[config.mk]
export PLATFORM = sky130hd
export DESIGN_NAME = wheel_speed_incremental_pid
export DESIGN_NICKNAME = d
export VERILOG_FILES = /design/src/sv/wsip_pkg.sv /design/src/sv/wheel_speed_incremental_pid.sv /design/src/sv/wsip_mac.sv
export VERILOG_INCLUDE_DIRS = /design/src /design/src/sv
export SDC_FILE = /design/constraint.sdc
export NUM_CORES = 2
export LEC_CHECK = 0
export BUFFER_PORTS_ARGS = -buffer_cell sky130_fd_sc_hd__buf_2
export CAP_MARGIN = 10
export CORE_UTILIZATION = 40
export DETAILED_ROUTE_END_ITERATION = 8
export SYNTH_ARGS = -nofsm -noshare
export SYNTH_HDL_FRONTEND = slang
export SYNTH_SLANG_ARGS = --single-unit
[constraint.sdc]
create_clock -name aclk -period 16.47 [get_ports aclk]
set_clock_uncertainty 0.1 [all_clocks]
set_input_delay 4.941 -clock aclk [delete_from_list [all_inputs] [get_ports aclk]]
set_output_delay 4.941 -clock aclk [all_outputs]
set_load 0.02 [all_outputs]
[src/sv/wheel_speed_incremental_pid_assert.svh]
// Assertion helpers shared by the RTL.
`ifndef WHEEL_SPEED_INCREMENTAL_PID_ASSERT_SVH
`define WHEEL_SPEED_INCREMENTAL_PID_ASSERT_SVH

// Same-cycle implication, disabled in reset.
`define WSIP_ASSERT_SAME(label, clk, rstn, ante, cons) \
    label: assert property (@(posedge clk) disable iff (!(rstn)) (ante) |-> (cons)) \
        else $error("wsip assertion failed");

// Next-cycle implication, disabled in reset.
`define WSIP_ASSERT_NEXT(label, clk, rstn, ante, cons) \
    label: assert property (@(posedge clk) disable iff (!(rstn)) (ante) |=> (cons)) \
        else $error("wsip assertion failed");

`endif

[src/sv/wsip_pkg.sv]
package wsip_pkg;

    localparam int DATA_W   = 16;
    localparam int GAIN_W   = 24;
    localparam int CFG_W    = 24;
    localparam int IDX_W    = 3;
    localparam int LIMIT_W  = 15;
    localparam int MUL_A_W  = GAIN_W + 1;
    localparam int MUL_B_W  = DATA_W + 2;
    localparam int PROD_W   = MUL_A_W + MUL_B_W;
    localparam int ACC_W    = PROD_W + 2;
    localparam int STEP_SH  = 20;
    localparam int SPEED_SH = 4;

    localparam logic [GAIN_W-1:0]  GAIN_P_RST      = 24'd256000;
    localparam logic [GAIN_W-1:0]  GAIN_I_RST      = 24'd2560;
    localparam logic [GAIN_W-1:0]  GAIN_D_RST      = 24'd0;
    localparam logic [DATA_W-1:0]  SPEED_SCALE_RST = 16'd1114;
    localparam logic [DATA_W-1:0]  ERROR_FLOOR_RST = 16'hF800;
    localparam logic [LIMIT_W-1:0] DUTY_LIMIT_RST  = 15'd4000;

    typedef enum logic [IDX_W-1:0] {
        REG_GAIN_P      = 3'd0,
        REG_GAIN_I      = 3'd1,
        REG_GAIN_D      = 3'd2,
        REG_SPEED_SCALE = 3'd3,
        REG_ERROR_FLOOR = 3'd4,
        REG_DUTY_LIMIT  = 3'd5,
        REG_OFFSET_MODE = 3'd6
    } reg_idx_t;

    typedef enum logic [2:0] {
        S_IDLE,
        S_SPEED,
        S_ERR,
        S_MUL_P,
        S_MUL_I,
        S_MUL_D,
        S_ACC,
        S_STEP
    } state_t;

    typedef struct packed {
        logic load_prod;
        logic clr_acc;
        logic add_acc;
    } mac_ctrl_t;

endpackage

[src/sv/wheel_speed_incremental_pid.sv]
// Accepts a new input only while idle, so one item is in flight at a time; one
// shared 25x18 multiplier with an accumulator runs four multiplies in turn under
// the sequencer.
// Reset (aresetn low, synchronous): registers to defaults, error history,
// duty accumulator and direction cleared, no result pending.
`include "wheel_speed_incremental_pid_assert.svh"

module wheel_speed_incremental_pid (
    input  logic                               aclk,
    input  logic                               aresetn,
    input  logic                               cfg_wr_en,
    input  logic [wsip_pkg::IDX_W-1:0]         cfg_index,
    input  logic [wsip_pkg::CFG_W-1:0]         cfg_wdata,
    input  logic                               s_valid,
    output logic                               s_ready,
    input  logic signed [wsip_pkg::DATA_W-1:0] s_target_speed,
    input  logic signed [wsip_pkg::DATA_W-1:0] s_steer_offset,
    input  logic signed [wsip_pkg::DATA_W-1:0] s_encoder_count,
    output logic                               m_valid,
    input  logic                               m_ready,
    output logic signed [wsip_pkg::DATA_W-1:0] m_duty,
    output logic [wsip_pkg::LIMIT_W-1:0]       m_duty_magnitude,
    output logic                               m_reverse
);

    localparam int DW = wsip_pkg::DATA_W;
    localparam int EW = wsip_pkg::PROD_W - wsip_pkg::SPEED_SH + 1;
    localparam int SW = wsip_pkg::ACC_W - wsip_pkg::STEP_SH;

    logic [wsip_pkg::GAIN_W-1:0]  gain_p_reg, gain_i_reg, gain_d_reg;
    logic [DW-1:0]                speed_scale_reg;
    logic signed [DW-1:0]         error_floor_reg;
    logic [wsip_pkg::LIMIT_W-1:0] duty_limit_reg;
    logic                         offset_mode_reg;

    wsip_pkg::state_t state_reg, state_next;

    logic signed [DW-1:0] target_reg, offset_reg, count_reg;
    logic signed [DW-1:0] err_reg, err_next;
    logic signed [DW:0]   d1_reg;
    logic signed [DW+1:0] d2_reg;
    logic signed [DW-1:0] prev_error_reg, prev_prev_error_reg, duty_accum_reg;
    logic                 direction_reg;
    logic                 m_valid_reg;
    logic signed [DW-1:0] m_duty_reg;
    logic [wsip_pkg::LIMIT_W-1:0] m_mag_reg;

    wsip_pkg::mac_ctrl_t                 mac_ctrl;
    logic signed [wsip_pkg::MUL_A_W-1:0] mac_a;
    logic signed [wsip_pkg::MUL_B_W-1:0] mac_b;
    logic signed [wsip_pkg::PROD_W-1:0]  prod;
    logic signed [wsip_pkg::ACC_W-1:0]   acc;

    logic signed [DW:0]   goal;
    logic signed [EW-1:0] speed, err_wide;
    logic signed [wsip_pkg::ACC_W-1:0] acc_adj;
    logic signed [SW-1:0] step_wide;
    logic signed [DW-1:0] step;
    logic signed [DW:0]   duty_sum, limit_pos;
    logic signed [DW-1:0] duty_new;
    logic                 step_go;

    wsip_mac u_mac (
        .aclk (aclk),
        .ctrl (mac_ctrl),
        .op_a (mac_a),
        .op_b (mac_b),
        .prod (prod),
        .acc  (acc)
    );

    // Configuration
    always_ff @(posedge aclk) begin
        if (!aresetn) begin
            gain_p_reg      <= wsip_pkg::GAIN_P_RST;
            gain_i_reg      <= wsip_pkg::GAIN_I_RST;
            gain_d_reg      <= wsip_pkg::GAIN_D_RST;
            speed_scale_reg <= wsip_pkg::SPEED_SCALE_RST;
            error_floor_reg <= wsip_pkg::ERROR_FLOOR_RST;
            duty_limit_reg  <= wsip_pkg::DUTY_LIMIT_RST;
            offset_mode_reg <= 1'b0;
        end else if (cfg_wr_en) begin
            case (cfg_index)
                wsip_pkg::REG_GAIN_P:      gain_p_reg      <= cfg_wdata;
                wsip_pkg::REG_GAIN_I:      gain_i_reg      <= cfg_wdata;
                wsip_pkg::REG_GAIN_D:      gain_d_reg      <= cfg_wdata;
                wsip_pkg::REG_SPEED_SCALE: speed_scale_reg <= cfg_wdata[DW-1:0];
                wsip_pkg::REG_ERROR_FLOOR: error_floor_reg <= cfg_wdata[DW-1:0];
                wsip_pkg::REG_DUTY_LIMIT:  duty_limit_reg  <= cfg_wdata[wsip_pkg::LIMIT_W-1:0];
                wsip_pkg::REG_OFFSET_MODE: offset_mode_reg <= cfg_wdata[0];
                default: ;
            endcase
        end
    end

    // Datapath
    always_comb begin
        goal = offset_mode_reg ? (DW+1)'(target_reg) + (DW+1)'(offset_reg)
                               : (DW+1)'(target_reg) - (DW+1)'(offset_reg);
        speed    = EW'(prod >>> wsip_pkg::SPEED_SH);
        err_wide = EW'(goal) - speed;
        if (err_wide < EW'(error_floor_reg)) begin
            err_next = error_floor_reg;
        end else if (err_wide > EW'(16'sh7FFF)) begin
            err_next = 16'sh7FFF;
        end else begin
            err_next = err_wide[DW-1:0];
        end

        // truncate toward zero
        acc_adj   = acc[wsip_pkg::ACC_W-1]
                  ? acc + wsip_pkg::ACC_W'((1 << wsip_pkg::STEP_SH) - 1) : acc;
        step_wide = SW'(acc_adj >>> wsip_pkg::STEP_SH);
        if (step_wide > SW'(16'sh7FFF)) begin
            step = 16'sh7FFF;
        end else if (step_wide < SW'(-17'sd32768)) begin
            step = 16'sh8000;
        end else begin
            step = step_wide[DW-1:0];
        end

        duty_sum  = (DW+1)'(duty_accum_reg) + (DW+1)'(step);
        limit_pos = (DW+1)'({2'b00, duty_limit_reg});
        if (duty_sum > limit_pos) begin
            duty_new = limit_pos[DW-1:0];
        end else if (duty_sum < -limit_pos) begin
            duty_new = DW'(-limit_pos);
        end else begin
            duty_new = duty_sum[DW-1:0];
        end
    end

    // Sequencer
    always_ff @(posedge aclk) begin
        if (!aresetn) begin
            state_reg <= wsip_pkg::S_IDLE;
        end else begin
            state_reg <= state_next;
        end
    end

    always_comb begin
        state_next = state_reg;
        mac_ctrl   = '0;
        mac_a      = '0;
        mac_b      = '0;
        step_go    = 1'b0;
        s_ready    = 1'b0;
        case (state_reg)
            wsip_pkg::S_IDLE: begin
                s_ready = 1'b1;
                if (s_valid) begin
                    state_next = wsip_pkg::S_SPEED;
                end
            end
            wsip_pkg::S_SPEED: begin
                mac_ctrl.load_prod = 1'b1;
                mac_a      = wsip_pkg::MUL_A_W'({1'b0, speed_scale_reg});
                mac_b      = wsip_pkg::MUL_B_W'(count_reg);
                state_next = wsip_pkg::S_ERR;
            end
            wsip_pkg::S_ERR: begin
                mac_ctrl.clr_acc = 1'b1;
                state_next       = wsip_pkg::S_MUL_P;
            end
            wsip_pkg::S_MUL_P: begin
                mac_ctrl.load_prod = 1'b1;
                mac_a      = {1'b0, gain_p_reg};
                mac_b      = wsip_pkg::MUL_B_W'(d1_reg);
                state_next = wsip_pkg::S_MUL_I;
            end
            wsip_pkg::S_MUL_I: begin
                mac_ctrl.load_prod = 1'b1;
                mac_ctrl.add_acc   = 1'b1;
                mac_a      = {1'b0, gain_i_reg};
                mac_b      = wsip_pkg::MUL_B_W'(err_reg);
                state_next = wsip_pkg::S_MUL_D;
            end
            wsip_pkg::S_MUL_D: begin
                mac_ctrl.load_prod = 1'b1;
                mac_ctrl.add_acc   = 1'b1;
                mac_a      = {1'b0, gain_d_reg};
                mac_b      = d2_reg;
                state_next = wsip_pkg::S_ACC;
            end
            wsip_pkg::S_ACC: begin
                mac_ctrl.add_acc = 1'b1;
                state_next       = wsip_pkg::S_STEP;
            end
            wsip_pkg::S_STEP: begin
                // hold until the previous result has been taken
                if (!m_valid_reg || m_ready) begin
                    step_go    = 1'b1;
                    state_next = wsip_pkg::S_IDLE;
                end
            end
            default: state_next = wsip_pkg::S_IDLE;
        endcase
    end

    // Input capture, error terms and result data
    always_ff @(posedge aclk) begin
        if (s_valid && s_ready) begin
            target_reg <= s_target_speed;
            offset_reg <= s_steer_offset;
            count_reg  <= s_encoder_count;
        end
        if (state_reg == wsip_pkg::S_ERR) begin
            err_reg <= err_next;
            d1_reg  <= (DW+1)'(err_next) - (DW+1)'(prev_error_reg);
            d2_reg  <= (DW+2)'(err_next) - ((DW+2)'(prev_error_reg) <<< 1)
                     + (DW+2)'(prev_prev_error_reg);
        end
        if (step_go) begin
            m_duty_reg <= duty_new;
            m_mag_reg  <= duty_new[DW-1] ? wsip_pkg::LIMIT_W'(-duty_new)
                                         : duty_new[wsip_pkg::LIMIT_W-1:0];
        end
    end

    // Loop state and result valid
    always_ff @(posedge aclk) begin
        if (!aresetn) begin
            prev_error_reg      <= '0;
            prev_prev_error_reg <= '0;
            duty_accum_reg      <= '0;
            direction_reg       <= 1'b0;
            m_valid_reg         <= 1'b0;
        end else begin
            if (step_go) begin
                prev_prev_error_reg <= prev_error_reg;
                prev_error_reg      <= err_reg;
                duty_accum_reg      <= duty_new;
                if (duty_new != '0) begin
                    direction_reg <= duty_new[DW-1];
                end
                m_valid_reg <= 1'b1;
            end else if (m_ready) begin
                m_valid_reg <= 1'b0;
            end
        end
    end

    assign m_valid          = m_valid_reg;
    assign m_duty           = m_duty_reg;
    assign m_duty_magnitude = m_mag_reg;
    assign m_reverse        = direction_reg;

    `WSIP_ASSERT_NEXT(a_busy_after_transfer, aclk, aresetn, s_valid && s_ready, !s_ready)
    `WSIP_ASSERT_SAME(a_result_matches_accum, aclk, aresetn, m_valid_reg, m_duty_reg == duty_accum_reg)
    `WSIP_ASSERT_SAME(a_reverse_tracks_sign, aclk, aresetn, m_valid_reg && (m_duty_reg != '0), m_reverse == m_duty_reg[DW-1])

endmodule

[src/sv/wsip_mac.sv]
module wsip_mac (
    input  logic                                   aclk,
    input  wsip_pkg::mac_ctrl_t                    ctrl,
    input  logic signed [wsip_pkg::MUL_A_W-1:0]    op_a,
    input  logic signed [wsip_pkg::MUL_B_W-1:0]    op_b,
    output logic signed [wsip_pkg::PROD_W-1:0]     prod,
    output logic signed [wsip_pkg::ACC_W-1:0]      acc
);

    logic signed [wsip_pkg::PROD_W-1:0] prod_reg;
    logic signed [wsip_pkg::ACC_W-1:0]  acc_reg;

    always_ff @(posedge aclk) begin
        if (ctrl.load_prod) begin
            prod_reg <= op_a * op_b;
        end
        if (ctrl.clr_acc) begin
            acc_reg <= '0;
        end else if (ctrl.add_acc) begin
            acc_reg <= acc_reg + wsip_pkg::ACC_W'(prod_reg);
        end
    end

    assign prod = prod_reg;
    assign acc  = acc_reg;

endmodule
==> impl_metrics.tcl <==
set metrics [dict create \
    min_period_over_period 0.792 \
    cp-startpoint "offset_reg[2]" \
    antenna_found_initial 5 \
    reg2reg_from "offset_reg[2]" \
    ys_seq_area_frac 0.248 \
    ys_types 76 \
    hold_buffers 0 \
    largest_register_ffs 45 \
    hold_path_class "flop to flop" \
    yosysTopAreaCellShare 0.194 \
    setup_tns_ns 0 \
    period_needed_ns 13.05 \
    grt_start_max_net_pins 81 \
    chipWidth_um 312 \
    cts-resized-gates 0 \
    cpPeakStageDelay_ns 0.86 \
    hold_ws_ns 0.352 \
    syn_to_final_growth_pct 9.73 \
    htree_levels 2 \
    synth_edf_count 172 \
    numClockSinks 390 \
    grt.total_usage 0.235 \
    synth.area.top_cells "fa_1 (19%), edfxtp_1 (13%), ha_1 (12%)" \
    synth-seq-cells 390 \
    synth_fp_nets 5321 \
    route.detailed.drc 0 \
    max_freq_mhz 76.6 \
    status "complete, no violations" \
    wl_mm 114 \
    fp.dieArea_sq_mm 0.0975 \
    synth.avg_cell_area_sq_um 8.55 \
    yosysTopAreaCell "fa_1" \
    start_util 0.404 \
    power_density_mw_per_mm2 134 \
    via_count 31587 \
    arrival_ns 13.29 \
    post_cts_buffers 0 \
    tightest_slew_ns 1.15 \
    finalHoldViolCount 0 \
    cap_violations 0 \
    place_hpwl_mm 88.7 \
    core_sq_mm 0.0952 \
    worst_setup_path_end_kind "flop" \
    slew_violations 0 \
    grt_setup_unrepaired "no" \
    synth-warning-count 0 \
    synthFlopType "dfxtp_1" \
    worstHoldStart "gain_d_reg[18]" \
    rows 113 \
    cp-start-kind "flop" \
    path_common_cell "o21ai_0" \
    drt_iter0_drc 1986 \
    cts_buffers 48 \
    finalSetupViolCount 0 \
    critPathKind "flop to flop" \
    fin_nets 5372 \
    num_io_pins 114 \
    crit_required_ns 16.71 \
    ir_drop_uv 101 \
    grt_pass1_wl_mm 179 \
    die_height_um 312 \
    cp_max_fo 31 \
    wl_per_cell_um 19.4 \
    clk_latency_ns 0.61 \
    drive_gt1_frac 0.0664 \
    cts_tree "built" \
    detail-route-antenna-nets 0 \
    numPortBuffers 113 \
    cts.path.max_buffers 3 \
    maxSlewHeadroom 0.232 \
    vias_per_cell 5.39 \
    clkTransAtPathRegs_ns 0.06 \
    netlist_area_sq_mm 0.0385 \
    p_leak_nw 18.8 \
    worst_path_max_delay_cell "o22ai_2" \
    firstDrtPassIters 5 \
    async_flop_share 0 \
    netlist_instances 4503 \
    gp_congestion 0.918 \
    gr-total-overflow 0 \
    grt_pass1_vias 31583 \
    cts-root-buf "clkbuf_16" \
]
[final timing paths]
path,end,slack [ns],depth (start not counted)
max,d2_reg[16],3.42,50
min,gain_d_reg[18],0.35,2
max reg2reg,d2_reg[16],3.42,50
min reg2reg,gain_d_reg[18],0.35,2
[logic make-up (layout without fill, tap and decap cells)]
kind of cell	after synthesis	count (layout)	synth area share
AO/OA/AOI/OAI	950	950	0.154
XOR/XNOR	205	205	0.0467
adder cells (fa/ha/maj)	738	738	0.313
buffers and inverters	748	837	0.0733
flip-flops	390	390	0.248
multiplexers	18	18	0.00478
other	0	1	0
AND/OR/NAND/NOR	1454	1454	0.161
[through the flow]
step	utilization	instance area, sq um	total power, mW	worst slack (ns)	cells
2_1_floorplan	-	38500	3.66	5.03	4503
6_report	0.444	42200	5.67	3.42	5858
5_1_grt	0.444	42200	6.10	2.08	5857
3_5_place_dp	0.426	40500	4.49	3.63	5769
4_1_cts	0.444	42200	5.67	3.50	5857
3_3_place_gp	0.426	40500	4.46	3.87	5769
[layout make-up]
class	instances	area [sq um]
timing repair buffer	175	1030
clock inverter	25	348
fill	9385	52900
antenna	1	2.50
sequential	390	9530
clock buffer	63	1350
inverter	574	2160
tap	1265	1580
multi-input combinational	3365	26200
[layout by cell type, fill, tap and decap left out, types with 19 or more instances in the layout]
master,synthesis,routed
o21ai_0,178,178
buf_4,2,62
dfxtp_1,218,218
nand2_1,847,847
nor2_1,265,261
nor3_1,52,50
o21a_1,46,46
clkbuf_16,0,50
inv_1,572,571
and2_1,25,24
nand2b_1,30,29
a21o_1,82,82
xnor2_1,131,130
edfxtp_1,172,172
fa_1,373,373
a211oi_1,29,29
nand4_1,31,31
xor2_1,74,74
a221o_1,19,19
nor2b_1,35,35
a22o_1,25,25
a21oi_1,380,379
nand3_1,70,70
ha_1,365,365
and3_1,23,23
a22oi_1,22,22
buf_2,0,113
[per-layer routing]
| metal | vias to the layer above | routed length (um) | GRT usage |
|---|---|---|---|
| met4 | 4 | 3530 | 0.0703 |
| met3 | 166 | 5920 | 0.0277 |
| li1 | 15119 | - | - |
| met1 | 15531 | 50400 | 0.316 |
| met2 | 767 | 53800 | 0.395 |
| met5 | - | 24 | 0 |
[cell usage after synthesis, types with 7 or more instances]
library cell / number
a211oi_1: 29
a21boi_0: 15
a21o_1: 82
a21oi_1: 380
a221o_1: 19
a221oi_1: 23
a22o_1: 25
a22oi_1: 22
a31oi_1: 18
and2_1: 25
and3_1: 23
buf_1: 7
clkbuf_1: 164
dfxtp_1: 218
edfxtp_1: 172
fa_1: 373
ha_1: 365
inv_1: 572
mux2i_1: 15
nand2_1: 847
nand2_2: 10
nand2b_1: 30
nand3_1: 70
nand4_1: 31
nor2_1: 265
nor2b_1: 35
nor3_1: 52
nor4_1: 15
o2111ai_1: 7
o211ai_1: 17
o21a_1: 46
o21ai_0: 178
o21bai_1: 18
o22ai_1: 9
o31a_1: 7
or2_2: 9
or3_1: 15
xnor2_1: 131
xor2_1: 74
[critical path, delay by kind of cell, from the launching register on]
family | cells | cell delay [ns]
adders and majority gates | 5 | 1.92
DFF | 1 | 0.41
xor gates and xnor gates | 4 | 0.81
buffers and inverters | 1 | 0.29
AOI/OAI and AO/OA | 29 | 7.02
and+or+nand+nor | 11 | 2.22
[power breakdown]
part	internal [mW]	total (mW)	switching [mW]
logic	1.23	3.17	1.94
clock network	0.703	1.15	0.444
registers	1.25	1.35	0.0955
Power figures use the tool's default switching activity.
